===== src/lpma_mul.sv =====
`timescale 1ns / 1ps
// Shared unsigned multiplier with registered product.
module lpma_mul #(
	parameter int AW = 32,
	parameter int BW = 25
) (
	input  logic            clk,
	input  logic            en,
	input  logic [AW-1:0]   a,
	input  logic [BW-1:0]   b,
	output logic [AW+BW-1:0] p
);
	always_ff @(posedge clk) begin
		if (en) begin
			p <= {{BW{1'b0}}, a} * {{AW{1'b0}}, b};
		end
	end
endmodule


===== config.mk =====
export PLATFORM = sky130hd
export DESIGN_NAME = lpma_mul
export DESIGN_NICKNAME = d
export VERILOG_FILES = /design/src/lpma_mul.sv
export SDC_FILE = /design/constraint.sdc
export NUM_CORES = 2
export LEC_CHECK = 0
export BUFFER_PORTS_ARGS = -buffer_cell sky130_fd_sc_hd__buf_2
export CAP_MARGIN = 20
export CORE_AREA = 2 2 228 230
export DETAILED_ROUTE_END_ITERATION = 12
export DIE_AREA = 0 0 230 232
export HOLD_SLACK_MARGIN = 0.15
export PLACE_DENSITY = 0.77
export SETUP_SLACK_MARGIN = 0.15
export SYNTH_ARGS = -nofsm -noshare
export SYNTH_HDL_FRONTEND = slang
export SYNTH_SLANG_ARGS = --single-unit

===== constraint.sdc =====
create_clock -name clk -period 10.55 [get_ports clk]
set_input_delay 1.055 -clock clk [delete_from_list [all_inputs] [get_ports clk]]
set_output_delay 1.055 -clock clk [all_outputs]
set_load 0.01 [all_outputs]

==> impl_metrics.yaml <==
final_layout:
  areaGrowthSynthToFinish_pct: 4.090
  stdcell_area_mm2: 0.02885
  drive_above_1_share_pct: 4.990
  mostFrequentLayoutCells: "inv_1, fa_1, and2_1"
  finalNetCount: 3919
  largest_reg_flops: 57
  n_fill_cell: 4473
  largest-register: "p"
  mostFrequentLayoutCell: "inv_1"
  top_regs: "p (57)"
global_route:
  grt_max_degree: 58
  grt_pass1_vias: 21830
  antenna_found_initial: 4
  grtUsageTotal_pct: 26.54
  grt_pass1_wl_um: 111500
  overflow: 0
die:
  coreArea_mm2: 0.05089
  die_h_um: 232
  ios: 116
  start_util_pct: 54.47
  die_x_um: 230
  rows: 83
  dieArea_mm2: 0.05336
cts:
  clockBufferDepth: 2
  cts.htree.levels: 3
  cts_tree: "yes"
  cts_root_buf: "clkbuf_16"
  post-cts-setup-buffers: 0
  numCtsBuffers: 9
  cts.clk_slew.worst_paths_ns: 0.06
  holdBufCountCts: 0
  clock_sinks: 57
  post_cts_resized: 0
critical_path:
  cp.required_ns: 10.63
  worstSetupPathType: "input pin to flop"
  arrival_ns: 8.07
  critPathMaxFanout: 32
  endpoint_kind: "flop"
  critPathLaunchType: "input pin"
routing:
  drc_errors: 0
  vias_per_cell: 5.399
  drt_first_pass_iters: 6
  routed_wl_um: 67430
  num_vias: 19810
  wl_per_cell_um: 18.38
  ant_nets: 0
  drt_iter0_markers: 1197
place:
  routabilityCongestion: 0.9302
  placed_cell_area_mm2: 0.02852
  dp_hpwl_um: 54390
  port_buffers: 115
  dp_worst_setup_slack_ns: 2.282
sta:
  setup-tns-final_ns: 0
  hold_violations: 0
  postLayoutSetupSlackWorst_ns: 2.559
  maxSlewHeadroom_pct: 46.18
  finalSetupViolations: 0
  fmax_mhz: 125.1
  period_minus_slack_ns: 7.991
  period_share_pct: 75.74
  drv_slew: 0
  timing_worst_slew_pin_value_ns: 0.8073
  grt_setup_unrepaired: "no"
yosys:
  synth_cell_types: 54
  synth_top_area_share_pct: 49.62
  syn_area_per_cell_um2: 9.178
  syn-num-nets: 3958
  synth.area.top_cells: "fa_1, inv_1, and2_1, ha_1, edfxtp_1"
  yosysSeqAreaShare_pct: 6.176
  synth_top_cell_by_area: "fa_1"
  synth_edf_count: 57
  yosysWarnings: 0
  yosys_register_bits: 57
  synthArstFlopShare_pct: 0
  syn_area_mm2: 0.02772
  syn_inst: 3020
  ys.flop_type: "edfxtp_1"
job:
  drv_cap: 0
worst_hold_path:
  holdCritPathClass: "input pin to flop"
status:
  outcome: "complete, no violations"
==> per-stage QoR <==
step           std cells  util [%]  hold WS, ns
5_1_grt             3668     56.69        1.451
3_3_place_gp        3650     56.05        1.464
2_1_floorplan       3020         -        1.168
3_5_place_dp        3650     56.05        1.468
4_1_cts             3666     56.68        1.428
6_report            3669     56.70        1.404
==> area by class of cell <==
class	instances	area [um2]	area share [%]
inverters	756	2838	9.836
flip-flops and latches	57	1712	5.933
diodes	3	7.507	0.02602
well taps	680	850.8	2.949
clock inverters	7	95.09	0.3296
clock buffers	9	225.2	0.7806
multi-input cells	2041	22540	78.12
repair buffers	116	583.1	2.021
==> cell families (layout without fill, tap and decap cells) <==
family,Yosys count,count (layout),share of synthesized area (%)
compound gates,171,171,4.135
xor+xnor,55,55,1.738
buf+inv,922,888,12.50
flops,57,57,6.176
other cells,0,3,0
simple gates,936,936,17.16
fa+ha+maj,879,879,58.29
==> per-layer routing <==
metal / GRT usage, % / share of wire (%) / vias up
met4: 12.96 / 5.6 / 0
met2: 48.02 / 53 / 731
li1: - / - / 8646
met1: 31.63 / 36 / 10230
met3: 2.701 / 5.1 / 201
met5: 0 / 0 / -
==> critical path, stage by stage <==
cell and delay [ns]:
buf_2 0.61, nand2_1 0.17, fa_1 0.56, inv_1 0.05, fa_1 0.47, inv_1 0.05, fa_1 0.51, fa_1 0.53
inv_1 0.06, fa_1 0.48, fa_1 0.49, inv_1 0.05, fa_1 0.47, inv_1 0.04, ha_1 0.39, nand4_1 0.16
nor2_1 0.26, a21oi_1 0.12, a41oi_1 0.34, a21oi_1 0.23, o31a_1 0.38, o21ai_2 0.24, a41oi_2 0.15, xnor2_1 0.15
==> final timing paths <==
| check | start | end | slack [ns] | cells past startpoint |
|---|---|---|---|---|
| worst max-delay path | b[4] | p[54] | 2.56 | 24 |
| worst min-delay path | en | p[48] | 1.40 | 2 |
==> synthesized netlist by cell type, types with 3 or more instances <==
| cell | count |
|---|---|
| inv_1 | 756 |
| fa_1 | 687 |
| and2_1 | 433 |
| nand2_1 | 411 |
| ha_1 | 192 |
| clkbuf_1 | 162 |
| a21oi_1 | 69 |
| edfxtp_1 | 57 |
| xnor2_1 | 34 |
| a21o_1 | 27 |
| nor2_1 | 27 |
| o21ai_0 | 25 |
| xor2_1 | 21 |
| nand4_1 | 19 |
| nand3_1 | 12 |
| o21bai_1 | 7 |
| nor2b_1 | 6 |
| a31oi_1 | 5 |
| nand2b_1 | 5 |
| a31o_2 | 4 |
| and3_1 | 4 |
| nor3_1 | 4 |
| nor4_1 | 4 |
| o211ai_1 | 4 |
| o221ai_1 | 4 |
| and4_1 | 3 |
| o21a_1 | 3 |
Power is not shown: default switching activity piles up to over one toggle a cycle in this logic, so the estimate is an artifact.
