## config.mk

```make
export PLATFORM = sky130hd
export DESIGN_NAME = lpma_ram
export DESIGN_NICKNAME = d
export VERILOG_FILES = /design/src/lpma_ram.sv
export SDC_FILE = /design/constraint.sdc
export NUM_CORES = 1
export LEC_CHECK = 0
export BUFFER_PORTS_ARGS = -buffer_cell sky130_fd_sc_hd__buf_2
export CAP_MARGIN = 5
export CORE_ASPECT_RATIO = 2
export CORE_MARGIN = 2
export CORE_UTILIZATION = 40
export DETAILED_ROUTE_END_ITERATION = 8
export PLACE_DENSITY = 0.66
export REMOVE_ABC_BUFFERS = 1
export SKIP_LAST_GASP = 1
export SLEW_MARGIN = 30
export SYNTH_ARGS = -nofsm -noshare
export SYNTH_HDL_FRONTEND = slang
export SYNTH_SLANG_ARGS = --single-unit
```

## constraint.sdc

```tcl
create_clock -name clk -period 1.9 [get_ports clk]
set_input_delay 0.19 -clock clk [delete_from_list [all_inputs] [get_ports clk]]
set_output_delay 0.19 -clock clk [all_outputs]
set_load 0.03 [all_outputs]
```

## src/lpma_ram.sv

```systemverilog
`timescale 1ns / 1ps
// Generic simple dual-port RAM with registered read.
module lpma_ram #(
	parameter int WIDTH = 8,
	parameter int DEPTH = 16
) (
	input  logic                     clk,
	input  logic                     we,
	input  logic [$clog2(DEPTH)-1:0] waddr,
	input  logic [WIDTH-1:0]         wdata,
	input  logic                     re,
	input  logic [$clog2(DEPTH)-1:0] raddr,
	output logic [WIDTH-1:0]         rdata
);
	logic [WIDTH-1:0] mem_q [DEPTH];

	always_ff @(posedge clk) begin
		if (we) begin
			mem_q[waddr] <= wdata;
		end
		if (re) begin
			rdata <= mem_q[raddr];
		end
	end
endmodule

```

==> flow_summary.yaml, run 1 <==
power:
  peakVddDrop_mv: 0.4955
  swShare_pct: 18.84
  p_seq_share_pct: 47.3
  comb_power_share_pct: 4.6
  p_switching_mw: 1.357
  pwr-share-clk_pct: 48.1
  leakage_nw: 2.156
  p_int_mw: 5.844
  power_per_cell_area_nw_per_um2: 1143
synthesis:
  avgSynthCellArea_sq_um: 22.83
  synth.top_cells.by_count: "136 x edfxtp_1, 18 x mux4_2, 16 x a22oi_1, 14 x mux4_1, 13 x nor2_1"
  synthCells: 229
  synth_top_cell_by_area: "edfxtp_1"
  yosys.area_share.adder_pct: 0
  synth.yosys.seq_area_share_pct: 78.12
  synth_seq_cells: 136
  ys_types: 18
  yosys-mux-area-fraction_pct: 14.79
  yosysWarnings: 0
  synth-simple-area-share_pct: 3.135
  yosysMostFrequentCell: "edfxtp_1"
  yosysTopAreaCellShare_pct: 78.12
  synth_area_leaders: "edfxtp_1 78%, mux4_2 7.8%, mux4_1 7.0%"
  synth_top_family_by_area: "multiplexers"
  async_reset_ff_share_pct: 0
  synth_edf_count: 136
  synth_compound_area_share_pct: 2.298
  synth_ff_type: "edfxtp_1"
  syn_area_sq_um: 5228
  synth_xor_area_share_pct: 0
routing:
  wl_per_cell_um: 22.46
  ant_nets: 0
  drt-total-wl_um: 10130
  viasPerCell: 5.373
  drc_errors: 0
  drt_iter0_markers: 198
  first_pass_iters: 4
  via_count: 2423
sta:
  period_needed_ns: 1.424
  setup_viol: 0
  clock-skew-final_ns: 0.009959
  maxSlewViolCount: 0
  hold_violations: 0
  fin_crit_sh_pct: 74.95
  final.setup.tns_ns: 0
  worst_hold_slack_ns: 0.09836
  finalWorstSetupSlack_ns: 0.4760
  worst_slew_pin_slew_ns: 0.3752
  maxSlewHeadroom_pct: 74.98
  fmax_mhz: 702.3
  rsz0062_at_grt: "no"
die:
  io_pins: 27
  die_area_sq_um: 14050
  die_h_um: 165.7
  start_util_pct: 40.46
  coreArea_sq_um: 12920
  die_width_um: 84.84
  placementRows: 59
run_status:
  status: "complete, no violations"
cts:
  cts_tree: "built"
  cts_made_buffers: 25
  clk_latency_ns: 0.46
  cts_sinks: 136
  ctsResizeCount: 0
  cts_max_level: 4
  cts.clk_slew.worst_paths_ns: 0.05
  clock_path_buffers: 3
  post_cts_buffers: 0
  clock-root-buffer: "clkbuf_16"
  cts_hold_buf: 0
setup_path:
  worstSetupPathType: "flop to flop"
  critPathLaunchType: "flop"
  worstPathRequired_ns: 2.11
  crit_arrival_ns: 1.64
  worst_setup_path_end_kind: "flop"
  worstPathMaxFanout: 1
global_routing:
  grt_use_total_pct: 15.05
  antenna_found_initial: 0
  grt_overflow_total: 0
  grt_pass1_wl_um: 15170
  grt_max_degree: 28
  grt_pass1_vias: 2634
placed_design:
  portBuffers: 26
  placedInstanceArea_sq_um: 5654
  place_hpwl_um: 6932
  place.gp.congestion: 0.7374
  post-place-ws_ns: 0.2060
cells_and_area:
  fillers: 1032
  syn2layout_area_growth_pct: 20.51
  multi_input_comb_area_sq_um: 1057
  fin_area_sq_um: 6300
  regArea_sq_um: 4084
  layout.nets: 315
  drive_above_1_share_pct: 31.77
  antenna_cells: 0
worst_hold_path:
  holdCritPathClass: "primary input to flop"
flow_run:
  max_cap_violations: 0
==> kinds of logic (layout without fill, tap and decap cells) <==
kind of cell / count (synthesis) / count (layout)
flops: 136 / 136
simple gates: 35 / 35
mux: 32 / 32
compound gates: 16 / 16
buf+inv: 10 / 80
==> power groups by stage <==
stage	clock network, mW	logic, mW	registers, mW
after global routing	3.65	0.362	3.41
after global placement	0	0.331	3.46
after floorplan	0	0.135	3.49
after CTS	3.53	0.338	3.41
after detailed placement	0	0.337	3.46
final	3.46	0.333	3.41
==> per-layer routing <==
metal	GRT usage, %	part of all wire (%)
met4	7.660	2.8
met1	15.57	36
met5	0	0
met3	3.488	3.6
met2	27.56	57
==> area by class of cell <==
| cell class | instances | area share, % |
|---|---|---|
| timing repair buffer | 50 | 5.124 |
| clock buffer | 28 | 10.11 |
| clock inverter | 2 | 0.1390 |
| tap | 152 | 3.019 |
| multi-input combinational | 83 | 16.78 |
| sequential | 136 | 64.83 |
==> worst paths after layout <==
| kind | startpoint | end | slack (ns) | cells past startpoint |
|---|---|---|---|---|
| min | re | rdata[1]$_DFFE_PP_ | 0.1 | 1 |
| min reg2reg | mem_q[15][1]$_DFFE_PP_ | rdata[1]$_DFFE_PP_ | 0.74 | 3 |
| max | mem_q[5][1]$_DFFE_PP_ | rdata[1]$_DFFE_PP_ | 0.48 | 3 |
| max reg2reg | mem_q[5][1]$_DFFE_PP_ | rdata[1]$_DFFE_PP_ | 0.48 | 3 |
==> worst max-delay path: stages, from the launching register on <==
cell and delay, ns:
edfxtp_1 0.37, mux4_1 0.56, a22oi_1 0.18, nand2_1 0.07
==> through the flow <==
step                      utilization, %  cells  power [mW]
after floorplan                        -    219       3.620
after global placement             43.77    421       3.790
after detailed placement           43.77    421       3.800
after CTS                          48.77    451       7.272
after global routing               48.77    451       7.419
final                              48.77    451       7.201
==> flip-flops by register name, indices dropped and copies added (netlist names) <==
register,cells
mem_q,128
rdata,8
==> cell usage in the layout (no fill, tap or decap) <==
cell	instances
a22oi_1	16
and2_1	1
and2b_1	1
buf_12	1
buf_2	26
buf_4	23
clkbuf_1	3
clkbuf_16	25
clkinv_1	1
clkinv_2	1
edfxtp_1	136
mux4_1	14
mux4_2	18
nand2_1	9
nand2b_1	2
nand3_1	1
nand3b_1	2
nor2_1	13
nor2b_1	1
nor3_1	4
or3b_2	1
No activity file was read; power rests on OpenSTA's default activity.
==> run 2, diff against run 1 <==
clock period = 1.37 ns   (was 1.9 ns; I/O delays follow)
==> flow_summary.yaml, run 2 (same netlist as run 1, synthesis figures left out) <==
cts:
  cts.clk_slew.worst_paths_ns: 0.05
  cts_made_buffers: 25
  clk_latency_ns: 0.45
  cts_max_level: 4
  cts_sinks: 136
  cts_hold_buf: 0
  post_cts_buffers: 0
  cts_tree: "built"
  clock_path_buffers: 3
  clock-root-buffer: "clkbuf_16"
routing:
  viasPerCell: 5.479
  ant_nets: 0
  drt-total-wl_um: 10240
  drc_errors: 0
  first_pass_iters: 4
  drt_iter0_markers: 274
  via_count: 2482
  wl_per_cell_um: 22.61
cells_and_area:
  regArea_sq_um: 4084
  fillers: 1008
  drive_above_1_share_pct: 37.54
  multi_input_comb_area_sq_um: 1072
  fin_cells: 453
  layout.nets: 316
  antenna_cells: 0
  final_cell_mix: "136 x edfxtp_1, 26 x mux4_2, 26 x buf_2"
  largest_reg_flops: 128
  syn2layout_area_growth_pct: 21.25
  reg.largest.list: "mem_q x128, rdata x8"
  fin_util_pct: 49.07
  top_register: "mem_q"
  final_common_cell: "edfxtp_1"
placed_design:
  place_hpwl_um: 6787
  place.gp.congestion: 0.7509
  portBuffers: 26
  dp_cells: 422
die:
  start_util_pct: 40.46
  die_area_sq_um: 14050
  coreArea_sq_um: 12920
  die_h_um: 165.7
  io_pins: 27
  placementRows: 59
  die_width_um: 84.84
setup_path:
  worstSetupPathType: "flop to flop"
  critPathLaunchType: "flop"
  worstPathRequired_ns: 1.56
  reg2reg_setup_slack_ns: -0.02
  worstPathMaxFanout: 1
  reg2reg_to: "rdata[6]$_DFFE_PP_"
  crit_arrival_ns: 1.58
  worst_setup_path_end_kind: "flop"
  rr_startpoint: "mem_q[3][6]$_DFFE_PP_"
  rr_worst_depth: 3
sta:
  worst_hold_slack_ns: 0.05957
  finalWorstSetupSlack_ns: -0.02291
  maxSlewHeadroom_pct: 38.46
  setup_viol: 4
  clock-skew-final_ns: 0.009937
  worst_slew_pin_slew_ns: 0.9212
  hold_violations: 0
  fin_crit_sh_pct: 101.7
  final.setup.tns_ns: -0.06249
  period_needed_ns: 1.393
  maxSlewViolCount: 0
  fmax_mhz: 717.9
  rsz0062_at_grt: "yes"
worst_hold_path:
  holdCritPathClass: "primary input to flop"
  worstHoldStart: "re"
  min_path_cells: 1
  min_to: "rdata[4]$_DFFE_PP_"
run_status:
  status: "finished with violations"
  failed_checks: "setup timing"
global_routing:
  grt_overflow_total: 0
  antenna_found_initial: 0
  grt_pass1_wl_um: 15700
  grt_max_degree: 28
  grt_pass1_vias: 2702
  grt_use_total_pct: 15.24
power:
  leakage_nw: 2.137
  power_per_cell_area_nw_per_um2: 1579
  peakVddDrop_mv: 0.6794
flow_run:
  max_cap_violations: 0
run 2: cell count changes in the layout (fill, tap and decap cells not counted):
cell      delta
a22oi_1      -9
a22oi_2      +9
mux4_1       -8
mux4_2       +8
buf_12       +1
clkinv_1     +1
run 2: area by class of cell:
type                       instances  share of cell area [%]
sequential                       136                   64.43
tap                              152                   3.000
clock inverter                     3                  0.1974
timing repair buffer              51                   5.409
multi-input combinational         83                   16.92
clock buffer                      28                   10.05
run 2: metal layers:
| metal | GRT usage, % | wire length, um |
|---|---|---|
| met5 | 0 | 0 |
| met4 | 7.729 | 284 |
| met3 | 2.691 | 450 |
| met2 | 27.63 | 5945 |
| met1 | 16.65 | 3560 |
run 2: repair_timing:
item,4_1_cts,5_1_grt
setup endpoints to repair,8,8
pin swaps,6,3
gates resized for setup,12,5
run 2: worst max path at each step:
stage	startpoint	endpoint	slack [ns]	depth (start not counted)
2_1_floorplan	waddr[2]	mem_q[0][0]$_DFFE_PP_	-0.26	2
3_3_place_gp	raddr[0]	rdata[3]$_DFFE_PP_	-0.24	5
3_5_place_dp	raddr[0]	rdata[3]$_DFFE_PP_	-0.26	5
4_1_cts	mem_q[3][6]$_DFFE_PP_	rdata[6]$_DFFE_PP_	-0.03	3
5_1_grt	mem_q[3][6]$_DFFE_PP_	rdata[6]$_DFFE_PP_	-0.08	3
6_report	mem_q[3][6]$_DFFE_PP_	rdata[6]$_DFFE_PP_	-0.02	3
run 2: power breakdown:
part / leakage (nW) / switching (mW) / total [mW] / internal [mW]
sequential: 1.24 / 0.0241 / 4.72 / 4.70
combinational: 0.582 / 0.288 / 0.492 / 0.204
clock: 0.319 / 1.57 / 4.79 / 3.22
total: 2.14 / 1.88 / 10.0 / 8.13
run 2: per-stage QoR:
stage	instance area, sq um	setup WS [ns]	total power [mW]
final	6339	-0.02291	10.01
after CTS	6331	-0.03382	10.11
after detailed placement	5674	-0.2620	5.275
after global placement	5674	-0.2438	5.261
after floorplan	5141	-0.2599	5.021
after global routing	6339	-0.08356	10.37
run 2: critical path: stages (launching register included):
cell	delay, ns
edfxtp_1	0.37
mux4_2	0.49
a22oi_2	0.19
nand2_1	0.09
==> run 3, diff against run 2 <==
CTS_CLUSTER_SIZE = 28   (was unset)
TNS_END_PERCENT = 10   (was unset)
==> flow_summary.yaml, run 3 (same netlist as run 1, synthesis figures left out) <==
routing:
  top_layer_used: "met4"
  drc_errors: 0
  first_pass_iters: 4
  met1_length_um: 3610
  via_count: 2457
  ant_nets: 0
  wl_met2_um: 5945
  drt-total-wl_um: 10140
  viasPerCell: 5.424
  wl_met3_um: 349
  drt_iter0_markers: 227
  wl_per_cell_um: 22.39
cells_and_area:
  layout.nets: 316
  drive_above_1_share_pct: 34.88
  final_cell_mix: "136 x edfxtp_1, 26 x buf_2, 25 x clkbuf_16"
  fillers: 1000
  final_common_cell: "edfxtp_1"
  antenna_cells: 0
  regArea_sq_um: 4084
  syn2layout_area_growth_pct: 21.49
  largest_reg_flops: 128
  reg.largest.list: "mem_q x128, rdata x8"
  top_register: "mem_q"
  fin_area_sq_um: 6351
  multi_input_comb_area_sq_um: 1085
sta:
  clock-skew-final_ns: 0.01047
  final.setup.tns_ns: -0.1167
  fin_crit_sh_pct: 102.5
  rsz0062_at_grt: "yes"
  period_needed_ns: 1.405
  setup_viol: 7
  worst_slew_pin_slew_ns: 0.8641
  maxSlewHeadroom_pct: 42.18
  hold_violations: 0
  fmax_mhz: 711.8
  maxSlewViolCount: 0
  finalWorstSetupSlack_ns: -0.03489
die:
  die_area_sq_um: 14050
  die_h_um: 165.7
  coreArea_sq_um: 12920
  die_width_um: 84.84
  start_util_pct: 40.46
  io_pins: 27
  placementRows: 59
cts:
  cts.clk_slew.worst_paths_ns: 0.05
  cts_made_buffers: 25
  cts_sinks: 136
  cts_max_level: 4
  clock_path_buffers: 3
  cts_tree: "built"
  cts_hold_buf: 0
  clk_latency_ns: 0.45
  clock-root-buffer: "clkbuf_16"
  post_cts_buffers: 0
global_routing:
  grt_overflow_total: 0
  antenna_found_initial: 0
  grt_use_total_pct: 15.08
  grt_max_degree: 28
  grt_pass1_wl_um: 15510
  grt_pass1_vias: 2702
setup_path:
  slowest_delay_ns: 0.52
  rr_startpoint: "mem_q[2][2]$_DFFE_PP_"
  crit_start: "mem_q[2][2]$_DFFE_PP_"
  rr_worst_depth: 3
  worst_setup_path_end_kind: "flop"
  crit_arrival_ns: 1.60
  worstPathMaxFanout: 1
  path_cells: "mux4_1 > a22oi_2 > nand2_1"
  reg2reg_setup_slack_ns: -0.03
  critical_path_depth: 3
  critPathBufInv: 0
  reg2reg_to: "rdata[2]$_DFFE_PP_"
  worstPathRequired_ns: 1.57
  cp_top_family: "multiplexers"
  worstSetupPathType: "flop to flop"
  crit_slowest_cell: "mux4_1"
  critPathLaunchType: "flop"
  cp-endpoint: "rdata[2]$_DFFE_PP_"
power:
  p_int_mw: 8.121
  pwr-share-clk_pct: 48.0
  swShare_pct: 18.84
  comb_power_share_pct: 4.8
  p_switching_mw: 1.886
  p_seq_share_pct: 47.2
  peakVddDrop_mv: 0.6862
  leakage_nw: 2.161
  power_per_cell_area_nw_per_um2: 1576
run_status:
  status: "finished with violations"
  failed_checks: "setup timing"
placed_design:
  portBuffers: 26
  placedInstanceArea_sq_um: 5674
  place_hpwl_um: 6787
  place.gp.congestion: 0.7509
worst_hold_path:
  holdCritPathClass: "primary input to flop"
flow_run:
  max_cap_violations: 0
run 3: cell counts in the layout (fill, tap and decap cells not counted):
Identical to the previous run, type by type.
run 3: layer usage:
| layer | GRT usage, % | vias to the layer above |
|---|---|---|
| met5 | 0 | - |
| met4 | 7.315 | 0 |
| met3 | 2.740 | 15 |
| met2 | 27.83 | 75 |
| met1 | 16.08 | 1265 |
| li1 | - | 1102 |
run 3: repair_timing:
action	CTS	global route
gates resized for setup	3	6
setup endpoints to repair	8	8
pin swaps	2	0
gates cloned	0	0
run 3: per-stage QoR:
step / utilization [%] / worst slack (ns) / hold slack [ns] / power, mW / cells
after floorplan: - / -0.2599 / 0.2359 / 5.021 / 219
after global placement: 43.92 / -0.2438 / 0.5127 / 5.261 / 422
after detailed placement: 43.92 / -0.2620 / 0.5223 / 5.275 / 422
after CTS: 49.07 / -0.03382 / 0.05495 / 10.10 / 453
after global routing: 49.16 / -0.08371 / 0.05397 / 10.36 / 453
final: 49.16 / -0.03489 / 0.05752 / 10.01 / 453
run 3: worst min path at each step:
stage	to	slack, ns	cells past startpoint	start
floorplan	mem_q[0][0]$_DFFE_PP_	0.24	0	wdata[0]
global placement	mem_q[5][0]$_DFFE_PP_	0.51	1	wdata[0]
detailed placement	rdata[1]$_DFFE_PP_	0.52	1	re
CTS	rdata[0]$_DFFE_PP_	0.05	1	re
global route	rdata[0]$_DFFE_PP_	0.05	1	re
finish	rdata[0]$_DFFE_PP_	0.06	1	re
run 3: layout make-up:
type / count / area share, %
clock buffer: 28 / 10.03
multi-input combinational: 83 / 17.08
sequential: 136 / 64.30
tap: 152 / 2.994
timing repair buffer: 51 / 5.398
clock inverter: 3 / 0.1970
run 3: power groups by stage:
stage / Sequential [mW] / Clock, mW / Combinational, mW
floorplan: 4.83 / 0 / 0.187
global placement: 4.79 / 0 / 0.467
detailed placement: 4.80 / 0 / 0.475
CTS: 4.72 / 4.89 / 0.483
global route: 4.72 / 5.11 / 0.526
finish: 4.72 / 4.80 / 0.485
run 3: worst reg2reg max path, stage by stage (launching register included):
cell and delay, ns:
edfxtp_1 0.36, mux4_1 0.52, a22oi_2 0.20, nand2_1 0.07
