==> src/lpma_pkg.sv <==
`timescale 1ns / 1ps
// Shared types and constants of the lattice prefix-minimum block.
package lpma_pkg;

	localparam int MAX_DIMS   = 3;
	localparam int MAX_EXTENT = 16;
	localparam int FRAC_BITS  = 16;

	localparam int TIME_W = 32;
	localparam int AREA_W = 50;
	localparam int DIMS_W = 2;
	localparam int EXT_W  = 5;
	localparam int CFG_W  = 5;

	// coordinate width and store geometry
	localparam int CW     = $clog2(MAX_EXTENT);
	localparam int ADDR_W = CW * MAX_DIMS;
	localparam int DEPTH  = 1 << ADDR_W;
	localparam int DIM_IW = (MAX_DIMS > 1) ? $clog2(MAX_DIMS) : 1;

	// reciprocal division of (coord << FRAC_BITS) by (extent - 1)
	localparam int XW = CW + FRAC_BITS;
	localparam int SH = XW + CW;
	localparam int MW = SH + 1;
	localparam int SW = XW + $clog2(MAX_DIMS + 1);
	localparam int PW = TIME_W + MW;

	typedef logic [MAX_DIMS-1:0][CW-1:0] coord_t;

	typedef enum logic [1:0] {
		CFG_DIMS = 2'd0,
		CFG_EXT0 = 2'd1,
		CFG_EXT1 = 2'd2,
		CFG_EXT2 = 2'd3
	} cfg_idx_t;

	typedef struct packed {
		logic [TIME_W-1:0] exec_time;
		logic              is_feasible;
		logic              first_point;
	} item_t;

	typedef struct packed {
		logic [TIME_W-1:0] best_time;
		logic              best_feasible;
		logic [CW-1:0]     alloc_dim0;
		logic [CW-1:0]     alloc_dim1;
		logic [CW-1:0]     alloc_dim2;
		logic [AREA_W-1:0] area_value;
	} result_t;

	// one kept-best entry per grid point
	typedef struct packed {
		logic              feas;
		logic [TIME_W-1:0] best_time;
		coord_t            alloc;
	} entry_t;

	localparam int ENTRY_W = $bits(entry_t);

	// walk position and per-dimension divisor (extent - 1, zero if unused)
	typedef struct packed {
		coord_t coord;
		coord_t top;
	} walk_t;

endpackage

==> src/lpma_walk.sv <==
`timescale 1ns / 1ps
// Configuration registers and grid walk counter.
module lpma_walk (
	input  logic                    clk,
	input  logic                    arst_n,
	input  logic                    cfg_wen,
	input  lpma_pkg::cfg_idx_t      cfg_index,
	input  logic [lpma_pkg::CFG_W-1:0] cfg_data,
	input  logic                    restart,
	input  logic                    advance,
	output lpma_pkg::walk_t         walk
);
	import lpma_pkg::*;

	logic [DIMS_W-1:0]                dims_q;
	logic [MAX_DIMS-1:0][EXT_W-1:0]   ext_q;
	coord_t                           coord_q;
	coord_t                           coord_n;
	logic [DIMS_W-1:0]                dims_eff;
	logic [MAX_DIMS-1:0][EXT_W-1:0]   ext_eff;

	// clamp registers to their legal ranges; unused dimensions have extent 1
	always_comb begin
		if (dims_q == '0) begin
			dims_eff = DIMS_W'(1);
		end else if (dims_q > DIMS_W'(MAX_DIMS)) begin
			dims_eff = DIMS_W'(MAX_DIMS);
		end else begin
			dims_eff = dims_q;
		end
		walk.coord = coord_q;
		for (int d = 0; d < MAX_DIMS; d++) begin
			if (d >= int'(dims_eff)) begin
				ext_eff[d] = EXT_W'(1);
			end else if (ext_q[d] == '0) begin
				ext_eff[d] = EXT_W'(1);
			end else if (ext_q[d] > EXT_W'(MAX_EXTENT)) begin
				ext_eff[d] = EXT_W'(MAX_EXTENT);
			end else begin
				ext_eff[d] = ext_q[d];
			end
			walk.top[d] = CW'(ext_eff[d] - EXT_W'(1));
		end
	end

	// next point, dimension 0 fastest, wrap to origin after the last
	always_comb begin
		logic          carry;
		logic [CW:0]   inc;
		carry   = 1'b1;
		coord_n = coord_q;
		for (int d = 0; d < MAX_DIMS; d++) begin
			inc = {1'b0, coord_q[d]} + (CW+1)'(1);
			if (carry) begin
				if (EXT_W'(inc) < ext_eff[d]) begin
					coord_n[d] = inc[CW-1:0];
					carry      = 1'b0;
				end else begin
					coord_n[d] = '0;
				end
			end
		end
	end

	always_ff @(posedge clk or negedge arst_n) begin
		if (!arst_n) begin
			dims_q  <= DIMS_W'(1);
			ext_q   <= {MAX_DIMS{EXT_W'(1)}};
			coord_q <= '0;
		end else if (cfg_wen) begin
			unique case (cfg_index)
				CFG_DIMS: dims_q   <= cfg_data[DIMS_W-1:0];
				CFG_EXT0: ext_q[0] <= cfg_data[EXT_W-1:0];
				CFG_EXT1: ext_q[1] <= cfg_data[EXT_W-1:0];
				CFG_EXT2: ext_q[2] <= cfg_data[EXT_W-1:0];
			endcase
			coord_q <= '0;
		end else if (restart) begin
			coord_q <= '0;
		end else if (advance) begin
			coord_q <= coord_n;
		end
	end
endmodule

==> config.mk <==
export PLATFORM = sky130hd
export DESIGN_NAME = lpma_walk
export DESIGN_NICKNAME = d
export VERILOG_FILES = /design/src/lpma_pkg.sv /design/src/lpma_walk.sv
export SDC_FILE = /design/constraint.sdc
export NUM_CORES = 1
export LEC_CHECK = 0
export BUFFER_PORTS_ARGS = -buffer_cell sky130_fd_sc_hd__buf_2
export CORE_MARGIN = 8
export CORE_UTILIZATION = 35
export CTS_CLUSTER_SIZE = 12
export DETAILED_ROUTE_END_ITERATION = 16
export PLACE_DENSITY = 0.64
export SLEW_MARGIN = 10
export SYNTH_ARGS = -nofsm -noshare
export SYNTH_HDL_FRONTEND = slang
export SYNTH_SLANG_ARGS = --single-unit
==> constraint.sdc <==
create_clock -name clk -period 2.1 [get_ports clk]
set_clock_uncertainty 0.1 [all_clocks]
set_input_delay 0.21 -clock clk [delete_from_list [all_inputs] [get_ports clk]]
set_output_delay 0.21 -clock clk [all_outputs]
set_load 0.01 [all_outputs]
==> results.toml, run 1 <==
[run_status]
outcome = "finished with violations"
violations = "setup timing"

[floorplanning]
fp-row-count = 26
die_h_um = 89.2
io_pins = 36
dieWidth_um = 89.2
start_util = 0.365
dieArea_um2 = 7960
coreArea_um2 = 5140

[cts]
cts.reportedPaths.clkPinSlew_ps = 70
cts.sinks = 29
numCtsBuffers = 5
clk_latency_ps = 280
cts.path.max_buffers = 2
root_buffer = "clkbuf_8"
cts_tree = "yes"
htreeDepth = 2

[hold_path]
min_from = "cfg_data[2]"
hold_path.class = "in2reg"
min_to = "ext_q[2]$_DFFE_PN0P_"
whs_path_depth = 2

[place]
gp_congestion = 0.885
dpl_cell_area_um2 = 2440
dp.cells = 312
io_buffers = 35
dp_hpwl_mm = 3.50

[timing]
finalSetupViolations = 15
worst_slack_ps = -185
drv_slew = 0
slew_headroom = 0.564
fin_crit_ps = 2290
rsz0062_at_grt = "true"
period_share = 1.09
worst_pin_slew_ps = 654
clock.fmax_mhz = 438
hold_viol = 0

[yosys]
synth_edf_count = 0
syn-num-nets = 203
synthFlopType = "dfrtp_1"
yosysUniqueCellTypes = 45
yosys_register_bits = 29
yosys_warnings = 0
synth_area_per_cell_um2 = 10.8
async_flop_share = 1.00
syn-cell-area_um2 = 1880
netlist_instances = 173
seq_area_frac_synth = 0.389

[grt]
grt_overflow = 0
grt_max_degree = 30
antenna_found_initial = 0
grt_usage = 0.129
grt_pass1_vias = 1689
grt_pass1_wl_mm = 7.96

[pwr]
p_leak_uw = 0.00134
power.density_nw_per_um2 = 786
peakVddDrop_mv = 0.465

[layout]
post-route-cell-area_um2 = 2820
antennaDiodeCount = 0
finalCoreUtilization = 0.549
final_common_cell = "buf_4"
stdcell_count = 328
synthToLayoutAreaGrowth_pct = 50.4
drive_gt1_frac = 0.593
final_cell_mix = "buf_4, buf_2, dfrtp_1"
fin_nets = 287

[route]
viasPerCell = 5.04
drtAntennaViolNets = 0
via_count = 1653
drc_errors = 0
wl_mm = 4.83
drt_iter0_markers = 59
wl_per_cell_um = 14.7
drt_first_pass_iters = 4

[flow_run]
maxCapViolCount = 0

[setup_path]
cp-end-kind = "register"
critPathArrivalTime_ps = 2360
worstSetupPathType = "reg2reg"
r2r_cells = 8
r2r-end = "walk[22]$_DFFE_PN0P_"
worstPathMaxFanout = 7
timing.rr.start = "walk[13]$_DFFE_PN0P_"
start_kind = "register"
r2r_setup_slack_ps = -190
critPathRequiredTime_ps = 2170
## logic make-up (layout without fill, tap and decap cells)
group	Yosys count	count (layout)	synth area share
AND/OR/NAND/NOR	54	54	0.158
multiplexers	18	18	0.108
adder cells (fa/ha/maj)	18	18	0.120
XOR/XNOR	9	9	0.0420
flip-flops	29	29	0.389
buffers and inverters	11	96	0.0247
AO/OA/AOI/OAI	34	34	0.158
## sequential cells by signal, summed over array words and instances, names as in the netlist
name and count:
ext_q 15, dims_q 2, walk 12
## how the worst max path moves through the flow
stage	endpoint	cells past startpoint	from	slack [ps]
6_report	walk[22]$_DFFE_PN0P_	8	walk[13]$_DFFE_PN0P_	-190
5_1_grt	walk[22]$_DFFE_PN0P_	8	walk[14]$_DFFE_PN0P_	-280
4_1_cts	walk[22]$_DFFE_PN0P_	8	walk[13]$_DFFE_PN0P_	-180
3_5_place_dp	walk[22]$_DFFE_PN0P_	8	walk[13]$_DFFE_PN0P_	-190
3_3_place_gp	walk[16]$_DFFE_PN0P_	8	walk[13]$_DFFE_PN0P_	-160
2_1_floorplan	walk[18]$_DFFE_PN0P_	9	walk[12]$_DFFE_PN0P_	-100
## layer usage
| layer | part of all wire | vias up | global-route usage |
|---|---|---|---|
| met4 | 0.022 | 0 | 0.0544 |
| met1 | 0.46 | 794 | 0.161 |
| met2 | 0.48 | 35 | 0.209 |
| li1 | - | 815 | - |
| met5 | 0 | - | 0 |
| met3 | 0.040 | 9 | 0.0285 |
## stage by stage
| step | hold WS [ps] | TNS [ps] | setup WS, ps | total power [uW] |
|---|---|---|---|---|
| global route | 102 | -2980 | -281 | 2360 |
| CTS | 101 | -1670 | -183 | 2160 |
| floorplan | -186 | -387 | -103 | 1140 |
| global placement | 185 | -1040 | -159 | 1460 |
| detailed placement | 184 | -1390 | -193 | 1470 |
| finish | 101 | -1650 | -185 | 2220 |
## cell usage after synthesis, drive strengths merged (2+ instances only)
master	count	area (um^2)
a21oi	2	10.0
nand3b	2	15.0
or3	3	18.8
a22o	3	26.3
xnor2	6	52.6
o31ai	3	22.5
nor3b	2	15.0
nand3	5	25.0
buf	2	12.5
nor2b	3	18.8
xor2	3	26.3
a32o	3	30.0
ha	18	225
dfstp	4	105
mux2	18	203
dfrtp	25	626
inv	9	33.8
nand2	16	60.1
nor2	6	27.5
nor3	5	25.0
o21ai	9	45.0
and3	4	26.3
nand4	2	12.5
a21o	3	22.5
## what timing repair did
| item | in CTS | in global routing |
|---|---|---|
| hold buffers | 1 | 0 |
| resized for setup | 18 | 24 |
| setup endpoints to repair | 16 | 18 |
| setup buffers | 5 | 2 |
| endpoints found under the hold margin | 25 | 0 |
| cloned | 0 | 0 |
| pin swaps | 10 | 9 |
## critical path, cell delays in order (launching register included)
cell	delay (ps)
dfrtp_2	440
ha_4	190
xor2_2	160
ha_4	280
nand4_1	100
a311oi_2	340
o21ai_4	140
a211o_1	240
a32o_1	190
## layout make-up
type	instances	area, um^2
fill	481	2320
multi-input combinational	133	1320
sequential	29	734
timing repair buffer	79	532
tap	70	87.6
clock buffer	6	82.6
clock inverter	2	37.5
inverter	9	33.8
## power breakdown
group,switching (uW),internal (uW),total (uW)
registers,76.4,644,721
logic,423,471,894
clock network,218,385,604
total,717,1500,2220
(Power assumes the default switching activity.)
==> run 2, diff against run 1 <==
--- a/config.mk
+++ b/config.mk
@@ -7,10 +7,11 @@
 export LEC_CHECK = 0
 export BUFFER_PORTS_ARGS = -buffer_cell sky130_fd_sc_hd__buf_2
 export CORE_MARGIN = 8
-export CORE_UTILIZATION = 35
+export CORE_UTILIZATION = 50
 export CTS_CLUSTER_SIZE = 12
 export DETAILED_ROUTE_END_ITERATION = 16
-export PLACE_DENSITY = 0.64
+export PLACE_DENSITY = 0.83
+export SETUP_SLACK_MARGIN = 0.3
 export SLEW_MARGIN = 10
 export SYNTH_ARGS = -nofsm -noshare
 export SYNTH_HDL_FRONTEND = slang
==> run 2 against run 1 <==
  * The flow still finishes with violations (setup timing)
  * Sequential power is 2% higher
  * Final area is 1.1% higher
  * Via count is 13% higher
  * Die area is 25% lower
  * Clock power is 3% lower
  * Setup slack worse by 190 ps
  * Routed wire length is 27% higher
  * Largest power group unchanged
==> results.toml, run 2 (same netlist as run 1, synthesis figures left out) <==
[place]
io_buffers = 35
dp_slack_ps = -245
dp_hpwl_mm = 3.53
gp_congestion = 0.787
dp.cells = 288

[route]
wl_mm = 6.11
via_count = 1870
drt_first_pass_iters = 4
drtAntennaViolNets = 0
wl_per_cell_um = 19.8
drc_errors = 0
drt_iter0_markers = 168
viasPerCell = 6.05

[floorplanning]
dieWidth_um = 77.3
coreArea_um2 = 3630
start_util = 0.517
dieArea_um2 = 5970
die_h_um = 77.3
fp-row-count = 22
io_pins = 36

[timing]
worst_pin_slew_ps = 661
period_share = 1.18
finalSetupViolations = 16
hold_ws_ps = 95.1
slew_headroom = 0.559
fin_crit_ps = 2480
drv_slew = 0
rsz0062_at_grt = "true"
clock.fmax_mhz = 404
worst_slack_ps = -378
hold_viol = 0

[layout]
final_common_cell = "buf_4"
top_register = "ext_q"
stdcell_count = 309
antennaDiodeCount = 0
fin_nets = 290
synthToLayoutAreaGrowth_pct = 52.0
final_cell_mix = "buf_4, buf_2, dfrtp_1"
finalCoreUtilization = 0.785
drive_gt1_frac = 0.625
largest_register_ffs = 15

[run_status]
violations = "setup timing"
outcome = "finished with violations"

[setup_path]
r2r-end = "walk[22]$_DFFE_PN0P_"
critPathBufInv = 0
path_common_cell = "ha_4"
r2r_cells = 8
worstPathMaxFanout = 7
worstPathCellList = "ha_4, and3_1, ha_4, nand4_1, a311oi_2, o21ai_4, a211o_1, a32o_1"
cp_top_family = "compound AO/OA/AOI/OAI gates"
r2r_setup_slack_ps = -380
crit_slowest_cell = "dfrtp_2"
start_kind = "register"
worstSetupPathType = "reg2reg"
timing.rr.start = "walk[13]$_DFFE_PN0P_"
critPathArrivalTime_ps = 2560
critPathRequiredTime_ps = 2180
cpPeakStageDelay_ps = 440
cp-end-kind = "register"

[grt]
grt_overflow = 0
antenna_found_initial = 0
grt_pass1_wl_mm = 8.80
grt_max_degree = 30
grt_pass1_vias = 1841
grt_usage = 0.183

[hold_path]
whs_path_depth = 2
hold_path.class = "in2reg"
min_to = "ext_q[4]$_DFFE_PN0P_"
min_from = "cfg_data[4]"

[flow_run]
maxCapViolCount = 0

[cts]
htreeDepth = 2
cts.reportedPaths.clkPinSlew_ps = 70
numCtsBuffers = 5
root_buffer = "clkbuf_8"
cts.sinks = 29
clk_latency_ps = 300
cts.path.max_buffers = 2
cts_tree = "yes"

[pwr]
peakVddDrop_mv = 0.695
p_leak_uw = 0.00136
power.density_nw_per_um2 = 821
p_total_uw = 2340
## run 2: how the worst max path moves through the flow
stage / from / to / slack (ps) / depth (start not counted)
after floorplan: walk[12]$_DFFE_PN0P_ / walk[18]$_DFFE_PN0P_ / -100 / 9
after global placement: walk[13]$_DFFE_PN0P_ / walk[16]$_DFFE_PN0P_ / -140 / 8
after detailed placement: walk[13]$_DFFE_PN0P_ / walk[16]$_DFFE_PN0P_ / -240 / 8
after CTS: walk[13]$_DFFE_PN0P_ / walk[22]$_DFFE_PN0P_ / -220 / 8
after global routing: walk[13]$_DFFE_PN0P_ / walk[22]$_DFFE_PN0P_ / -460 / 8
final: walk[13]$_DFFE_PN0P_ / walk[22]$_DFFE_PN0P_ / -380 / 8
## run 2: metrics by stage
| step | setup TNS [ps] | area, um^2 |
|---|---|---|
| after detailed placement | -1890 | 2400 |
| final | -3680 | 2850 |
| after global routing | -4810 | 2850 |
| after floorplan | -388 | 1930 |
| after CTS | -1870 | 2730 |
| after global placement | -857 | 2400 |
## run 2: layer usage
metal	track usage	up-vias	wire (um)
li1	-	825	-
met3	0.0548	23	403
met4	0.0830	0	196
met5	0	-	0
met1	0.197	931	2450
met2	0.319	91	3060
## run 2: report_power, final
part,switching (uW),internal (uW),total [uW]
Clock,233,354,588
Combinational,492,527,1020
Sequential,90.6,646,737
Total,816,1530,2340
## run 2: timing repair
action,4_1_cts,5_1_grt
resized for setup,37,19
pin swaps,16,18
hold buffers,1,0
setup buffers,6,6
hold endpoints to repair,25,0
setup endpoints to repair,21,22
## run 2: layout make-up
type                            count  area (um^2)
Tap cell                           48         60.1
Sequential cell                    29          737
Timing Repair Buffer               82          584
Fill cell                         193          781
Clock inverter                      3         46.3
Clock buffer                        5         68.8
Inverter                            9         33.8
Multi-Input combinational cell    133         1320
## run 2: worst register-to-register path, delay by kind of cell (launching register included)
kind | cells | cell delay, ps
AOI/OAI and AO/OA | 4 | 1030
adders and majority gates | 2 | 470
DFF | 1 | 440
and+or+nand+nor | 2 | 340
==> run 3, diff against run 2 <==
--- a/config.mk
+++ b/config.mk
@@ -5,12 +5,14 @@
 export SDC_FILE = /design/constraint.sdc
 export NUM_CORES = 1
 export LEC_CHECK = 0
+export ABC_CLOCK_PERIOD_IN_PS = 2100
 export BUFFER_PORTS_ARGS = -buffer_cell sky130_fd_sc_hd__buf_2
 export CORE_MARGIN = 8
 export CORE_UTILIZATION = 50
 export CTS_CLUSTER_SIZE = 12
 export DETAILED_ROUTE_END_ITERATION = 16
 export PLACE_DENSITY = 0.83
+export REMOVE_ABC_BUFFERS = 1
 export SETUP_SLACK_MARGIN = 0.3
 export SLEW_MARGIN = 10
 export SYNTH_ARGS = -nofsm -noshare
==> run 3 against run 2 <==
  * The run still ends with setup timing left
  * Highest routed layer unchanged
  * Sequential cell count did not move
  * Largest cell class unchanged
  * Sequential share of layout area decreased by 0.12 points
  * Routed wire length decreased by 5.0%
  * Register-to-register slack lost 80 ps
  * Critical path type unchanged
  * Non-clock buffer count down 1
  * Clock power rose by 3%
  * Via count shrank 5.3%
  * Critical path depth unchanged
==> results.toml, run 3 (same netlist as run 1, synthesis figures left out) <==
[run_status]
outcome = "finished with violations"
violations = "setup timing"

[cts]
cts.sinks = 29
cts_tree = "yes"
htreeDepth = 2
numCtsBuffers = 5
root_buffer = "clkbuf_8"
cts.reportedPaths.clkPinSlew_ps = 70
cts.path.max_buffers = 2
clk_latency_ps = 290

[timing]
finalSetupViolations = 15
period_share = 1.22
worst_slack_ps = -455
drv_slew = 0
rsz0062_at_grt = "true"
slew_headroom = 0.568
hold_ws_ps = 99.3
hold_viol = 0
clock.fmax_mhz = 391
fin_crit_ps = 2550
worst_pin_slew_ps = 649

[flow_run]
maxCapViolCount = 0

[layout]
stdcell_count = 308
fillers = 227
synthToLayoutAreaGrowth_pct = 51.9
antennaDiodeCount = 0
final_cell_mix = "buf_4, buf_2, dfrtp_1"
drive_gt1_frac = 0.604
top_register = "ext_q"
fin_nets = 289
final_common_cell = "buf_4"
largest_register_ffs = 15
post-route-cell-area_um2 = 2850

[setup_path]
critPathRequiredTime_ps = 2240
critPathBufInv = 0
worstPathMaxFanout = 3
start_kind = "register"
critPathArrivalTime_ps = 2690
crit_slowest_cell = "or3b_2"
cp-end-kind = "register"
worstSetupPathType = "reg2reg"
worstPathCellList = "ha_2, xor2_1, ha_1, a211oi_2, o21ai_2, or3b_2, nor3b_2, a21o_1"
cp_top_family = "simple AND/OR/NAND/NOR gates"
cpPeakStageDelay_ps = 530

[pwr]
peakVddDrop_mv = 0.693
switching_share = 0.334
p_leak_uw = 0.00139
clockPowerShare = 0.259
p_total_uw = 2340
p_switching_uw = 781
p_int_uw = 1550
combPwrFrac = 0.431
seqPwrFrac = 0.310
power.density_nw_per_um2 = 819

[grt]
grt_max_degree = 30
grt_pass1_vias = 1848
antenna_found_initial = 0
grt_pass1_wl_mm = 8.88
grt_overflow = 0
grt_usage = 0.185

[route]
drt-met1-wl_mm = 2.36
wl_mm = 5.80
wl_met3_um = 271
drt_iter0_markers = 112
wl_per_cell_um = 18.8
dr_wl_met2_mm = 2.96
drtAntennaViolNets = 0
highest_layer = "met4"
drc_errors = 0
via_count = 1770
drt_first_pass_iters = 4
viasPerCell = 5.75

[place]
dp_slack_ps = -450
gp_congestion = 0.825
dp_hpwl_mm = 3.44
dp.cells = 287
io_buffers = 35
dpl_cell_area_um2 = 2350

[floorplanning]
io_pins = 36
dieArea_um2 = 5970
start_util = 0.517
die_h_um = 77.3
dieWidth_um = 77.3
fp-row-count = 22
coreArea_um2 = 3630

[hold_path]
hold_path.class = "in2reg"
[run 3: timing repair]
action | in CTS | in global routing
pin swaps | 16 | 7
hold endpoints to repair | 25 | 0
endpoints found under the setup margin | 21 | 22
buffers inserted | 5 | 7
hold buffers | 1 | 0
gates resized for setup | 43 | 25
[run 3: power groups by stage]
stage	Clock, uW	Sequential [uW]	Combinational (uW)
floorplan	0	716	404
global placement	0	705	713
detailed placement	0	710	738
CTS	606	705	875
global route	640	733	1080
finish	605	725	1010
[run 3: path summary, 6_finish.rpt]
check	startpoint	slack, ps	cells past startpoint	endpoint
setup / recovery	walk[12]$_DFFE_PN0P_	-450	8	walk[14]$_DFFE_PN0P_
hold / removal	cfg_data[2]	100	2	ext_q[12]$_DFFE_PN0P_
setup reg to reg	walk[12]$_DFFE_PN0P_	-450	8	walk[14]$_DFFE_PN0P_
hold reg to reg	ext_q[8]$_DFFE_PN0P_	460	1	ext_q[8]$_DFFE_PN0P_
max in group asynchronous	arst_n	1060	2	ext_q[12]$_DFFE_PN0P_
min in group asynchronous	arst_n	370	2	walk[13]$_DFFE_PN0P_
[run 3: metal layers]
layer,vias to the layer above,track usage
met5,-,0
met4,0,0.106
met3,16,0.0571
met2,57,0.318
met1,878,0.197
li1,819,-
[run 3: final cells by class]
cell class                      count  area (um^2)  share of cell area
Multi-Input combinational cell    133         1320               0.464
Tap cell                           48         60.1              0.0211
Clock inverter                      1         30.0              0.0105
Timing Repair Buffer               81          586               0.205
Inverter                            9         33.8              0.0118
Sequential cell                    29          733               0.257
Clock buffer                        7         86.3              0.0303
[run 3: through the flow]
| step | setup TNS (ps) | utilization |
|---|---|---|
| after floorplan | -3290 | - |
| after global placement | -2270 | 0.646 |
| after detailed placement | -3820 | 0.646 |
| after CTS | -1940 | 0.740 |
| after global routing | -4620 | 0.785 |
| final | -3990 | 0.785 |
[run 3: worst register-to-register path, delay by kind of cell (launching register included)]
kind	cells	cell delay, ps
xor gates and xnor gates	1	150
and+or+nand+nor	2	740
DFF	1	420
AOI/OAI and AO/OA	3	520
adders and majority gates	2	570
